[src/ups_pkg.sv]
// Shared types and constants for the UDP port packet steering block.
package ups_pkg;

    // Sizing
    localparam int TABLE_ENTRIES   = 64;
    localparam int QUEUE_COUNT     = 256;
    localparam int MAX_FRAME_BYTES = 16383;

    localparam int POS_W   = $clog2(MAX_FRAME_BYTES + 1);
    localparam int LEN_W   = POS_W + 1;
    localparam int TIDX_W  = (TABLE_ENTRIES > 1) ? $clog2(TABLE_ENTRIES) : 1;
    localparam int GROUP   = 8;
    localparam int NGROUPS = (TABLE_ENTRIES + GROUP - 1) / GROUP;

    // Field widths fixed by the stream format
    localparam int BYTE_W  = 8;
    localparam int QUEUE_W = 8;
    localparam int INDEX_W = 6;
    localparam int PORT_W  = 16;
    localparam int TP_W    = 24;
    localparam int IHL_W   = 4;
    localparam int OFS_W   = 7;

    localparam int S_TDATA_W = 40;
    localparam int M_TDATA_W = 8;

    // Frame layout and checks
    localparam logic [LEN_W-1:0] MIN_FRAME_BYTES  = LEN_W'(60);
    localparam logic [TP_W-1:0]  IPV4_UDP_TAG     = 24'h080011;
    localparam logic [3:0]       IHL_MASK         = 4'hf;
    localparam logic [OFS_W-1:0] UDP_TAIL_BYTES   = 7'd16;
    localparam logic [OFS_W-1:0] ETH_HEADER_BYTES = 7'd14;
    localparam logic [OFS_W-1:0] PORT_HI_OFS      = ETH_HEADER_BYTES + 7'd2;
    localparam logic [OFS_W-1:0] UDP_END_OFS      = ETH_HEADER_BYTES + UDP_TAIL_BYTES;
    localparam logic [POS_W-1:0] POS_TYPE_HI      = POS_W'(12);
    localparam logic [POS_W-1:0] POS_TYPE_LO      = POS_W'(13);
    localparam logic [POS_W-1:0] POS_IHL          = POS_W'(14);
    localparam logic [POS_W-1:0] POS_PROTO        = POS_W'(23);

    // Job queue between front and back
    localparam int FIFO_DEPTH = 4;
    localparam int FPTR_W     = $clog2(FIFO_DEPTH);
    localparam int FCNT_W     = $clog2(FIFO_DEPTH + 1);

    typedef enum logic {
        CMD_FRAME = 1'b0,
        CMD_TABLE = 1'b1
    } cmd_t;

    // One job: a table write, or a frame lookup with its pre-checked flag
    typedef struct packed {
        cmd_t                 kind;
        logic [PORT_W-1:0]    port;
        logic [INDEX_W-1:0]   index;
        logic                 flag;   // entry valid bit, or frame checks passed
        logic [QUEUE_W-1:0]   queue;
    } job_t;

endpackage

[src/ups_front.sv]
// Front end: parses frame bytes, captures header fields and emits jobs.
module ups_front (
    input  logic                          clk,
    input  logic                          rst_n,
    input  logic                          beat_ok,   // input beat accepted
    input  ups_pkg::cmd_t                 command,
    input  logic [ups_pkg::BYTE_W-1:0]    frame_byte,
    input  logic                          end_of_frame,
    input  logic [ups_pkg::QUEUE_W-1:0]   receive_queue,
    input  logic [ups_pkg::INDEX_W-1:0]   entry_index,
    input  logic [ups_pkg::PORT_W-1:0]    entry_port,
    input  logic                          entry_valid,
    output logic                          push,
    output ups_pkg::job_t                 job
);

    logic [ups_pkg::POS_W-1:0]  pos_reg,  pos_next;
    logic [ups_pkg::TP_W-1:0]   tp_reg,   tp_next;
    logic [ups_pkg::IHL_W-1:0]  hw_reg,   hw_next;
    logic [ups_pkg::PORT_W-1:0] port_reg, port_next;

    logic [ups_pkg::OFS_W-1:0]  port_hi;
    logic [ups_pkg::OFS_W-1:0]  udp_end;
    logic [ups_pkg::LEN_W-1:0]  frame_len;
    logic                       checks_ok;

    // Capture offsets and frame length
    assign port_hi   = {1'b0, hw_reg, 2'b00} + ups_pkg::PORT_HI_OFS;
    assign udp_end   = {1'b0, hw_next, 2'b00} + ups_pkg::UDP_END_OFS;
    assign frame_len = ups_pkg::LEN_W'(pos_reg) + ups_pkg::LEN_W'(1);

    // Header checks at the last byte, using this beat's captures
    assign checks_ok = (frame_len >= ups_pkg::MIN_FRAME_BYTES)
                    && (tp_next == ups_pkg::IPV4_UDP_TAG)
                    && (ups_pkg::LEN_W'(udp_end) < frame_len)
                    && (32'(receive_queue) < ups_pkg::QUEUE_COUNT);

    // Advance parse state on frame beats
    always_comb
    begin
        pos_next  = pos_reg;
        tp_next   = tp_reg;
        hw_next   = hw_reg;
        port_next = port_reg;
        if (beat_ok && command == ups_pkg::CMD_FRAME)
        begin
            if (pos_reg == ups_pkg::POS_TYPE_HI)
                tp_next = {frame_byte, tp_reg[15:0]};
            else if (pos_reg == ups_pkg::POS_TYPE_LO)
                tp_next = {tp_reg[23:16], frame_byte, tp_reg[7:0]};
            else if (pos_reg == ups_pkg::POS_PROTO)
                tp_next = {tp_reg[23:8], frame_byte};

            if (pos_reg == ups_pkg::POS_IHL)
                hw_next = frame_byte[3:0] & ups_pkg::IHL_MASK;

            if (pos_reg == ups_pkg::POS_W'(port_hi))
                port_next = {frame_byte, port_reg[7:0]};
            else if (pos_reg == ups_pkg::POS_W'(port_hi) + ups_pkg::POS_W'(1))
                port_next = {port_reg[15:8], frame_byte};

            if (32'(pos_reg) < ups_pkg::MAX_FRAME_BYTES)
                pos_next = pos_reg + ups_pkg::POS_W'(1);
        end
    end

    // Build the job for table writes and frame ends
    always_comb
    begin
        push      = 1'b0;
        job.kind  = command;
        job.port  = entry_port;
        job.index = entry_index;
        job.flag  = entry_valid;
        job.queue = receive_queue;
        unique case (command)
            ups_pkg::CMD_TABLE:
            begin
                push = beat_ok;
            end
            ups_pkg::CMD_FRAME:
            begin
                push     = beat_ok && end_of_frame;
                job.port = port_next;
                job.flag = checks_ok;
            end
            default:
            begin
                push = 1'b0;
            end
        endcase
    end

    // Hold parse state; clear it after the last byte
    always_ff @(posedge clk or negedge rst_n)
    begin
        if (!rst_n)
        begin
            pos_reg  <= '0;
            tp_reg   <= '0;
            hw_reg   <= '0;
            port_reg <= '0;
        end
        else if (beat_ok && command == ups_pkg::CMD_FRAME && end_of_frame)
        begin
            pos_reg  <= '0;
            tp_reg   <= '0;
            hw_reg   <= '0;
            port_reg <= '0;
        end
        else
        begin
            pos_reg  <= pos_next;
            tp_reg   <= tp_next;
            hw_reg   <= hw_next;
            port_reg <= port_next;
        end
    end

endmodule

[src/ups_fifo.sv]
// Short job queue between the front end and the back end.
module ups_fifo (
    input  logic            clk,
    input  logic            rst_n,
    input  logic            push,
    input  ups_pkg::job_t   push_job,
    output logic            full,
    input  logic            pop,
    output logic            head_valid,
    output ups_pkg::job_t   head_job
);

    ups_pkg::job_t                 mem_reg [ups_pkg::FIFO_DEPTH];
    logic [ups_pkg::FPTR_W-1:0]    wr_ptr_reg, wr_ptr_next;
    logic [ups_pkg::FPTR_W-1:0]    rd_ptr_reg, rd_ptr_next;
    logic [ups_pkg::FCNT_W-1:0]    count_reg,  count_next;
    logic                          do_push;
    logic                          do_pop;

    assign full       = (32'(count_reg) == ups_pkg::FIFO_DEPTH);
    assign head_valid = (count_reg != '0);
    assign head_job   = mem_reg[rd_ptr_reg];
    assign do_push    = push && !full;
    assign do_pop     = pop && head_valid;

    // Advance pointers and count
    always_comb
    begin
        wr_ptr_next = wr_ptr_reg;
        rd_ptr_next = rd_ptr_reg;
        count_next  = count_reg;
        if (do_push)
            wr_ptr_next = wr_ptr_reg + ups_pkg::FPTR_W'(1);
        if (do_pop)
            rd_ptr_next = rd_ptr_reg + ups_pkg::FPTR_W'(1);
        if (do_push && !do_pop)
            count_next = count_reg + ups_pkg::FCNT_W'(1);
        else if (!do_push && do_pop)
            count_next = count_reg - ups_pkg::FCNT_W'(1);
    end

    always_ff @(posedge clk or negedge rst_n)
    begin
        if (!rst_n)
        begin
            wr_ptr_reg <= '0;
            rd_ptr_reg <= '0;
            count_reg  <= '0;
        end
        else
        begin
            wr_ptr_reg <= wr_ptr_next;
            rd_ptr_reg <= rd_ptr_next;
            count_reg  <= count_next;
        end
    end

    // Store incoming jobs
    always_ff @(posedge clk)
    begin
        if (do_push)
            mem_reg[wr_ptr_reg] <= push_job;
    end

endmodule

[src/ups_back.sv]
// Back end: port table, parallel port match and verdict output register.
module ups_back (
    input  logic                          clk,
    input  logic                          rst_n,
    input  logic                          head_valid,
    input  ups_pkg::job_t                 head_job,
    output logic                          pop,
    output logic                          out_valid,
    input  logic                          out_ready,
    output logic                          verdict,
    output logic [ups_pkg::QUEUE_W-1:0]   target_queue
);

    logic                        tbl_valid_reg [ups_pkg::TABLE_ENTRIES];
    logic [ups_pkg::PORT_W-1:0]  tbl_port_reg  [ups_pkg::TABLE_ENTRIES];

    logic                         s1_valid_reg;
    logic [ups_pkg::NGROUPS-1:0]  s1_hit_reg;
    logic                         s1_ok_reg;
    logic [ups_pkg::QUEUE_W-1:0]  s1_queue_reg;

    logic                         out_valid_reg;
    logic                         out_verdict_reg;
    logic [ups_pkg::QUEUE_W-1:0]  out_queue_reg;

    logic [ups_pkg::NGROUPS-1:0]  group_hit;
    logic                         out_free;
    logic                         s1_free;
    logic                         is_write;
    logic                         tbl_we;
    logic                         s1_load;
    logic                         redirect;

    assign out_free  = !out_valid_reg || out_ready;
    assign s1_free   = !s1_valid_reg || out_free;
    assign is_write  = (head_job.kind == ups_pkg::CMD_TABLE);
    assign pop       = head_valid && (is_write || s1_free);
    assign tbl_we    = pop && is_write
                    && (32'(head_job.index) < ups_pkg::TABLE_ENTRIES);
    assign s1_load   = pop && !is_write;
    assign redirect  = s1_ok_reg && (s1_hit_reg != '0);

    assign out_valid    = out_valid_reg;
    assign verdict      = out_verdict_reg;
    assign target_queue = out_queue_reg;

    // Compare the port against every entry, reduced per group of eight
    always_comb
    begin
        for (int g = 0; g < ups_pkg::NGROUPS; g++)
        begin
            group_hit[g] = 1'b0;
            for (int k = 0; k < ups_pkg::GROUP; k++)
            begin
                if (g * ups_pkg::GROUP + k < ups_pkg::TABLE_ENTRIES)
                begin
                    if (tbl_valid_reg[g * ups_pkg::GROUP + k]
                        && tbl_port_reg[g * ups_pkg::GROUP + k] == head_job.port)
                        group_hit[g] = 1'b1;
                end
            end
        end
    end

    // Table valid bits
    always_ff @(posedge clk or negedge rst_n)
    begin
        if (!rst_n)
        begin
            for (int i = 0; i < ups_pkg::TABLE_ENTRIES; i++)
                tbl_valid_reg[i] <= 1'b0;
        end
        else if (tbl_we)
        begin
            tbl_valid_reg[ups_pkg::TIDX_W'(head_job.index)] <= head_job.flag;
        end
    end

    // Table ports
    always_ff @(posedge clk)
    begin
        if (tbl_we)
            tbl_port_reg[ups_pkg::TIDX_W'(head_job.index)] <= head_job.port;
    end

    // Match stage and output register control
    always_ff @(posedge clk or negedge rst_n)
    begin
        if (!rst_n)
        begin
            s1_valid_reg  <= 1'b0;
            out_valid_reg <= 1'b0;
        end
        else
        begin
            if (s1_free)
                s1_valid_reg <= s1_load;
            if (out_free)
                out_valid_reg <= s1_valid_reg;
        end
    end

    // Match stage and output register payload
    always_ff @(posedge clk)
    begin
        if (s1_load)
        begin
            s1_hit_reg   <= group_hit;
            s1_ok_reg    <= head_job.flag;
            s1_queue_reg <= head_job.queue;
        end
        if (out_free && s1_valid_reg)
        begin
            out_verdict_reg <= redirect;
            out_queue_reg   <= redirect ? s1_queue_reg : '0;
        end
    end

endmodule

[src/udp_port_packet_steering_top.sv]
// Top level of the UDP port packet steering block.
//
// Takes one beat per clock while the input is not stalled: a frame byte
// (tuser 0) or a port table write (tuser 1). Frame bytes are parsed on the
// fly; at the byte marked with tlast one verdict beat comes out, redirect
// (tuser 1) with the receive queue in tdata, or pass (tuser 0) with tdata
// zero. Table writes give no output beat and take effect for every frame
// whose last byte arrives after them. A frame verdict passes through the
// four-entry job queue, the match stage and the output register; the queue
// absorbs output stalls, and the input stalls only when it is full.
// The port match compares all table entries at once in one pipeline stage.
module udp_port_packet_steering_top (
    input  logic                              clk,
    input  logic                              rst_n,
    input  logic                              s_axis_tvalid,
    output logic                              s_axis_tready,
    // [7:0] frame_byte, [15:8] receive_queue, [21:16] entry_index,
    // [37:22] entry_port, [38] entry_valid, [39] zero
    input  logic [ups_pkg::S_TDATA_W-1:0]     s_axis_tdata,
    // [0] command
    input  logic                              s_axis_tuser,
    input  logic                              s_axis_tlast,
    output logic                              m_axis_tvalid,
    input  logic                              m_axis_tready,
    // [7:0] target_queue
    output logic [ups_pkg::M_TDATA_W-1:0]     m_axis_tdata,
    // [0] verdict
    output logic                              m_axis_tuser
);

    logic           beat_ok;
    logic           push;
    logic           full;
    logic           pop;
    logic           head_valid;
    ups_pkg::job_t  push_job;
    ups_pkg::job_t  head_job;
    ups_pkg::cmd_t  command;

    assign s_axis_tready = !full;
    assign beat_ok       = s_axis_tvalid && !full;
    assign command       = ups_pkg::cmd_t'(s_axis_tuser);

    // Parse and classify input beats
    ups_front u_front (
        .clk           (clk),
        .rst_n         (rst_n),
        .beat_ok       (beat_ok),
        .command       (command),
        .frame_byte    (s_axis_tdata[7:0]),
        .end_of_frame  (s_axis_tlast),
        .receive_queue (s_axis_tdata[15:8]),
        .entry_index   (s_axis_tdata[21:16]),
        .entry_port    (s_axis_tdata[37:22]),
        .entry_valid   (s_axis_tdata[38]),
        .push          (push),
        .job           (push_job)
    );

    // Queue jobs between the two halves
    ups_fifo u_fifo (
        .clk        (clk),
        .rst_n      (rst_n),
        .push       (push),
        .push_job   (push_job),
        .full       (full),
        .pop        (pop),
        .head_valid (head_valid),
        .head_job   (head_job)
    );

    // Apply table writes and produce verdicts
    ups_back u_back (
        .clk          (clk),
        .rst_n        (rst_n),
        .head_valid   (head_valid),
        .head_job     (head_job),
        .pop          (pop),
        .out_valid    (m_axis_tvalid),
        .out_ready    (m_axis_tready),
        .verdict      (m_axis_tuser),
        .target_queue (m_axis_tdata)
    );

endmodule

[config.mk]
export PLATFORM = sky130hd
export DESIGN_NAME = udp_port_packet_steering_top
export DESIGN_NICKNAME = d
export VERILOG_FILES = /design/src/ups_pkg.sv /design/src/ups_front.sv /design/src/ups_fifo.sv /design/src/ups_back.sv /design/src/udp_port_packet_steering_top.sv
export SDC_FILE = /design/constraint.sdc
export NUM_CORES = 2
export LEC_CHECK = 0
export ABC_AREA = 1
export BUFFER_PORTS_ARGS = -buffer_cell sky130_fd_sc_hd__buf_2
export CAP_MARGIN = 20
export CORE_MARGIN = 5
export CORE_UTILIZATION = 50
export CTS_BUF_LIST = sky130_fd_sc_hd__clkbuf_4 sky130_fd_sc_hd__clkbuf_8
export CTS_CLUSTER_DIAMETER = 120
export DETAILED_ROUTE_END_ITERATION = 12
export PLACE_DENSITY = 0.76
export RECOVER_POWER = 100
export SETUP_SLACK_MARGIN = 0.02
export SKIP_CTS_REPAIR_TIMING = 1
export SYNTH_ARGS = -nofsm -noshare
export SYNTH_HDL_FRONTEND = slang
export SYNTH_SLANG_ARGS = --single-unit
export TNS_END_PERCENT = 50
[constraint.sdc]
create_clock -name clk -period 3 [get_ports clk]
set_input_delay 0.3 -clock clk [delete_from_list [all_inputs] [get_ports clk]]
set_output_delay 0.3 -clock clk [all_outputs]
set_load 0.01 [all_outputs]
# After elaboration in Yosys (flattened, before gate mapping)
# Memories as Yosys holds them, arrays and structs flattened.
# Cells that the tools add are included.
totals:
  mem_count: 2
  input_bits: 46
  ff_bits: 157
  ramBits: 1152
  out_inout_bits: 11
op_classes:
  order_cmp: 5
  eq_ne: 72
  n_reduce_logical: 103
  bitwise_logic: 2
  add_sub_neg: 9
  mux: 35
memory_table:
  columns: ["memory", "depth", "width", "rd", "rd_clocked_by_memory_dff", "wr", "line", "source"]
  rows:
  - ["u_back.tbl_port_reg", 64, 16, 64, 0, 1, "ups_back.sv:15", "logic [ups_pkg::PORT_W-1:0] tbl_port_reg [ups_pkg::TABLE_ENTRIES];"]
  - ["u_fifo.mem_reg", 4, 32, 1, 0, 1, "ups_fifo.sv:13", "ups_pkg::job_t mem_reg [ups_pkg::FIFO_DEPTH];"]
op_table:
  columns: ["cell", "count"]
  rows:
  - ["equality test 16 bit", 64]
  - ["logical AND 1 bit", 80]
  - ["2-to-1 mux 16 bit", 5]
  - ["2-to-1 mux 24 bit", 3]
  - ["bitwise mux 64 bit", 1]
  - ["OR reduction 7 bit", 8]
  - ["equality test 14 x 4 -> 1 bit, second input constant", 3]
  - ["2-to-1 mux 14 bit", 3]
  - ["equality test 24 x 20 -> 1 bit, second input constant", 1]
  - ["2-to-1 mux 8 bit", 2]
  - ["adder 14 x 1 -> 15 bit, second input constant", 1]
  - ["greater-or-equal comparator 15 x 6 -> 1 bit, second input constant", 1]
  - ["< comparator 7 x 15 -> 1 bit", 1]
  - ["adder 14 x 1 -> 14 bit, second input constant", 1]
  - ["adder 6 x 5 -> 7 bit, second input constant", 2]
  - ["equality test 14 bit", 1]
  - ["equality test 14 x 5 -> 1 bit, second input constant", 1]
  - ["equality test 14 x 7 -> 1 bit", 1]
  - ["< comparator 14 bit, second input constant", 1]
  - ["2-to-1 mux 1 bit", 14]
  - ["2-to-1 mux 4 bit", 3]
  - ["adder 7 x 1 -> 8 bit, second input constant", 1]
  - ["nonzero test 8 bit", 1]
  - ["greater-or-equal comparator 7 bit, second input constant", 1]
  - ["other kinds (15)", 26]

# Logic depth before layout (Yosys ltp)
logic_depth:
  word_depth: 10
  ltp_mapped: 20
  depth_no_buf: 20

# Hierarchy
# A second synthesis with hierarchy kept.
hier_totals:
  cells_unflattened: 6272
  area_unflattened_um2: 60723.2
by_module_without_submodules:
  columns: ["mod", "seq_area_each_um2", "instances", "cells_each", "area_each_um2"]
  rows:
  - ["ups_back", 33181.8, 1, 5301, 51329.2]
  - ["ups_fifo", 4018.9, 1, 434, 5542.8]
  - ["ups_front", 1451.4, 1, 534, 3837.4]
  - ["udp_port_packet_steering_top", 0.0, 1, 3, 13.8]

# Worst setup path before layout
# No wires, ideal clock.
synth_timing:
  path_type: "input port to flip-flop"
  from: "input port s_axis_tuser"
  to: "memory u_fifo.mem_reg[0][0] in the netlist's numbering, enable pin"
  setup_slack_ns: -0.016
  path_buffers: 1
  required_ns: 2.579
  path_stages: 5
  setup_time_ns: 0.421
  t_arrival_ns: 2.595
  cell_sequence: "clkbuf_1 > clkinv_1 > a21oi_1 > inv_1 > nor2_1"
synth_between:
  elab_chain_cells: 5
synth_lines:
  columns: ["element", "line", "source"]
  rows:
  - ["start: declaration", "udp_port_packet_steering_top.sv:21", "input logic s_axis_tuser,"]
  - ["inverter 1 bit", "ups_front.sv:76", "unique case (command)"]
  - ["one-hot mux 1 bit (2 select lines) *", "ups_front.sv:76", null]
  - ["logical AND 1 bit *", "ups_fifo.sv:23", "assign do_push = push && !full;"]
  - ["named net u_fifo.do_push", "ups_fifo.sv:17", "logic do_push;"]
  - ["2-to-1 mux 1 bit *", "ups_fifo.sv:61", "if (do_push)"]
  - ["2-to-1 mux 1 bit (implied by the code) *", "ups_fifo.sv:62", "mem_reg[wr_ptr_reg] <= push_job;"]
  - ["end: declaration", "ups_fifo.sv:13", null]
# Mark *: on every way through the listed nets, which the timed path passes. The rest lies on a longest branch.

# Worst setup path in the final report
layout_timing:
  from: "register u_fifo.rd_ptr_reg[1] in the netlist's numbering"
  to: "memory u_back.tbl_port_reg[47][14] in the netlist's numbering, enable pin"
layout_between:
  elab_chain_cells: 6
layout_lines:
  columns: ["element", "line", "source"]
  rows:
  - ["start: declaration", "ups_fifo.sv:15", "logic [ups_pkg::FPTR_W-1:0] rd_ptr_reg, rd_ptr_next;"]
  - ["start signal: assignment", "ups_fifo.sv:53", "rd_ptr_reg <= rd_ptr_next;"]
  - ["memory read (4 x 32 bit) *", null, null]
  - ["logical OR 1 bit", "ups_back.sv:37", "assign pop = head_valid && (is_write || s1_free);"]
  - ["logical AND 1 bit", "ups_back.sv:37", null]
  - ["logical AND 1 bit", "ups_back.sv:38", "assign tbl_we = pop && is_write"]
  - ["2-to-1 mux 1 bit", "ups_back.sv:82", "if (tbl_we)"]
  - ["2-to-1 mux 1 bit (implied by the code)", "ups_back.sv:83", "tbl_port_reg[ups_pkg::TIDX_W'(head_job.index)] <= head_job.port;"]
  - ["end: declaration", "ups_back.sv:15", null]
# Every way passes the cells marked *; elsewhere a longest branch is shown, timed or not.

==> parameters.txt <==
Parameter                              Value

Run status
  Outcome ... complete, but fails checks
  Violated checks ... capacitance limit, slew limit

Cells and area
  Final layout net count ... about 5600
  Flip-flop count of the largest register, all copies and words added ... between 1000 and 1500
  Fraction of layout instances using a drive strength above 1 ... 0.1334
  Layout Cells excl Fill ... between 7000 and 8000
  Area growth from synthesis to layout ... 13.92%

Clocking
  Clock tree from TritonCTS ... built
  Total clock sinks ... ~1300
  Worst-Skew Late Latency ... ~0.90 ns
  Cell at the root of the clock tree ... sky130_fd_sc_hd__clkbuf_8
  H-Tree Level Count ... 4
  Number of buffers on the longest clock path ... 3
  Clock-pin slew reported for the worst setup and hold paths after clock tree synthesis ... approximately 0.060 ns
  Inserted Clock Buffers ... approximately 200

Timing
  Least-Margin Pin Slew ... ~2 ns
  Portion of the clock cycle consumed by the worst path in the final layout ... 0.9936
  Setup TNS ... 0 ns
  Number of setup violations in the final report ... 0
  Post-layout worst setup margin ... 0.01929 ns
  Slew Viols, Final ... 52
  Smallest hold slack ... roughly 0.034 ns
  Number of failing hold endpoints at the final stage ... 0
  Post-route minimum period ... just under 3 ns
  Setup repair after global routing missed its margin ... true
  Clock Skews ... about 0.042 ns
  Worst rel slew slack ... -0.3548
  Max Clk Rate ... around 340 MHz

Place
  Placed Cells incl. Taps ... 6838
  Half-perimeter wire length of the detailed placement result ... between 90000 and 100000 um
  Placement-stage worst setup slack ... -0.1406 ns
  Final Wtd Congestion ... ~0.88
  Number of buffers inserted by port buffering ... 55

Synth
  Adder-Cell Fraction of Synth Area ... 0.003790
  Leading cell types by total area after synthesis ... sky130_fd_sc_hd__edfxtp_1, sky130_fd_sc_hd__nand2_1, sky130_fd_sc_hd__xnor2_1
  Most used standard cells in the synthesized netlist ... sky130_fd_sc_hd__nand2_1, sky130_fd_sc_hd__edfxtp_1, sky130_fd_sc_hd__nor2_1
  Post-synth EDFFs ... 1178
  Portion of synthesized cell area occupied by the leading cell type ... 0.6089
  Multiplexer share of the synthesized area ... 0.0001938
  Syn Area/Cell ... between 10 and 15 sq um
  Flops & latches, synth ... between 1000 and 1500
  Fraction of synthesized cell area in xor and xnor cells ... 0.07010
  Synth async-reset ratio ... 0.1001
  Compound-Gate Fraction of Synth Area ... 0.05526
  Post-synthesis instance total ... roughly 5200
  Synthesized area ... 58100 sq um
  Synth Area in Simple Gates ... 0.1665
  Share of the yosys chip area belonging to registers ... 0.6653
  Number of distinct library cells after synthesis ... 52
  Most instantiated flip-flop cell in the synthesis netlist ... sky130_fd_sc_hd__edfxtp_1
  Yosys warning total ... 0
  Cell accounting for the most synthesized area ... sky130_fd_sc_hd__edfxtp_1
  Combinational family with the most area after synthesis ... simple AND/OR/NAND/NOR gates
  Most frequent cell after synthesis ... sky130_fd_sc_hd__nand2_1
  Post-synth net total ... around 5300

Setup path
  Worst Setup End Kind ... flop
  Worst r2r path cells ... 8
  Startpoint types ... flop
  Reg-to-Reg Start ... u_fifo.rd_ptr_reg[1]$_DFFE_PN0P_
  Worst EP arrival ... 3.50 ns
  Required time of the worst setup path ... ~3.5 ns
  Critical R2R Capture ... u_back.tbl_port_reg[47][14]$_DFFE_PP_
  Flop-to-flop setup slack ... slightly below 0.02 ns
  Crit Path Max Fanout ... 26
  Critical Setup Path Class ... reg -> reg
  Worst setup path start ... u_fifo.rd_ptr_reg[1]$_DFFE_PN0P_

Route
  Detailed-route DRC error count ... 0
  Detailed Route WL ... 159900 um
  Drt initial violations ... about 5200
  TritonRoute pass-1 iters ... 6
  Average routed wire per standard cell ... about 22 um
  Avg Vias per Cell ... 5.630
  Total via count after detailed routing ... slightly above 40000
  Number of antenna-violating nets in the routed design ... 0

Power and ir drop
  Peak VDD IR ... between 1000 and 1500 uV
  Reported leakage power ... 24.38 nW
  Power consumption ... around 75 mW
  Power per Cell Area ... around 1100 nW/um^2

Die
  Core region area ... 115700 sq um
  Number of I/O pins ... 57
  Width of the chip ... approximately 350 um
  Overall die area ... 123100 sq um
  Effective utilization at floorplan ... 0.5020
  Row count ... roughly 130
  Vertical die dimension ... between 300 and 400 um

Global routing
  Global-route total usage across every layer ... 0.2549
  Number of global-route vias before repair ... 39500
  Maximum number of pins on one net before global-route repair ... 65
  Number of antenna violations at the first check in global routing ... 4
  GRT overflow ... 0
  Wire length of the first global-routing pass ... roughly 240000 um

Min path
  End point of the worst hold path ... u_front.tp_reg[9]$_DFF_PN0_
  Origin of the worst min-delay path ... s_axis_tdata[1]
  Hold Crit Class ... in -> reg
  Cell depth of the worst min-delay path ... 6

Flow run
  Number of maximum-capacitance violations ... 1
-- cells in the final DEF (no fill, tap or decap), drive strengths merged --
| master | instances |
|---|---|
| nor3b | 1 |
| dlygate4sd3 | 42 |
| o221ai | 11 |
| nand2 | 1284 |
| or2 | 54 |
| dfrtp | 131 |
| buf | 178 |
| o21ai | 453 |
| clkinv | 67 |
| mux2 | 1 |
| nor2 | 721 |
| clkinvlp | 5 |
| o211a | 1 |
| xnor2 | 444 |
| o31ai | 2 |
| bufinv | 7 |
| o21a | 1 |
| diode | 3 |
| ha | 16 |
| edfxtp | 1178 |
| o21bai | 3 |
| o22ai | 53 |
| nor4 | 1 |
| a21oi | 43 |
| and2 | 12 |
| a32oi | 1 |
| nand3b | 9 |
| a32o | 1 |
| nor3 | 83 |
| clkbuf | 450 |
| nand3 | 154 |
| fa | 1 |
| xor2 | 21 |
| inv | 264 |
| o211ai | 28 |
| nand4 | 19 |
-- power by group --
part           switching [mW]  leakage, nW  internal (mW)
clock network            7.10         2.27           8.45
registers               0.678         12.4           25.1
logic                    23.9         9.72           9.46
-- layout make-up --
type	instances	area [sq um]
antenna	3	7.507
clock buffer	305	3647
clock inverter	74	616.8
fill	9141	49550
inverter	269	1047
multi-input combinational	3418	17370
sequential	1309	38650
tap	1524	1907
timing repair buffer	365	2938
-- layer usage --
| metal | up-vias | wire, um | part of all wire | GRT usage |
|---|---|---|---|---|
| met3 | 460 | 18660 | 0.12 | 0.05089 |
| met2 | 2529 | 74990 | 0.47 | 0.4134 |
| li1 | 18350 | - | - | - |
| met1 | 19580 | 60010 | 0.38 | 0.3423 |
| met4 | 2 | 6257 | 0.039 | 0.09851 |
| met5 | - | 27 | 0.00017 | 0 |
-- stage by stage --
| stage | area, sq um | util |
|---|---|---|
| floorplan | 58100 | - |
| global placement | 61790 | 0.5339 |
| detailed placement | 61790 | 0.5339 |
| CTS | 66060 | 0.5708 |
| global route | 66180 | 0.5718 |
| finish | 66180 | 0.5719 |
-- cell families after synthesis --
kind of cell,after synthesis
XOR/XNOR,465
AO/OA/AOI/OAI,597
buffers and inverters,476
flip-flops,1309
adder cells (fa/ha/maj),17
multiplexers,1
AND/OR/NAND/NOR,2338
-- worst max-delay path: stages, from the launching register on --
cell and delay [ns]:
sky130_fd_sc_hd__dfrtp_1 0.41, sky130_fd_sc_hd__inv_2 0.19, sky130_fd_sc_hd__buf_12 0.22, sky130_fd_sc_hd__a32o_2 0.45, sky130_fd_sc_hd__nand2_2 0.19, sky130_fd_sc_hd__nor2_4 0.33, sky130_fd_sc_hd__nand3_1 0.34, sky130_fd_sc_hd__inv_1 0.13
sky130_fd_sc_hd__buf_2 0.34
-- how the worst max path moves through the flow --
stage,end,slack [ns],cells after the start
floorplan,u_fifo.mem_reg[0][0]$_DFFE_PP_,-0.02,5
global placement,u_back.tbl_port_reg[49][13]$_DFFE_PP_,-0.07,12
detailed placement,u_back.tbl_port_reg[49][0]$_DFFE_PP_,-0.14,12
CTS,u_back.tbl_port_reg[53][3]$_DFFE_PP_,-0.17,12
global route,u_fifo.mem_reg[0][8]$_DFFE_PP_,-0.07,19
finish,u_back.tbl_port_reg[47][14]$_DFFE_PP_,0.02,8
No activity file was read; power rests on OpenSTA's default activity.
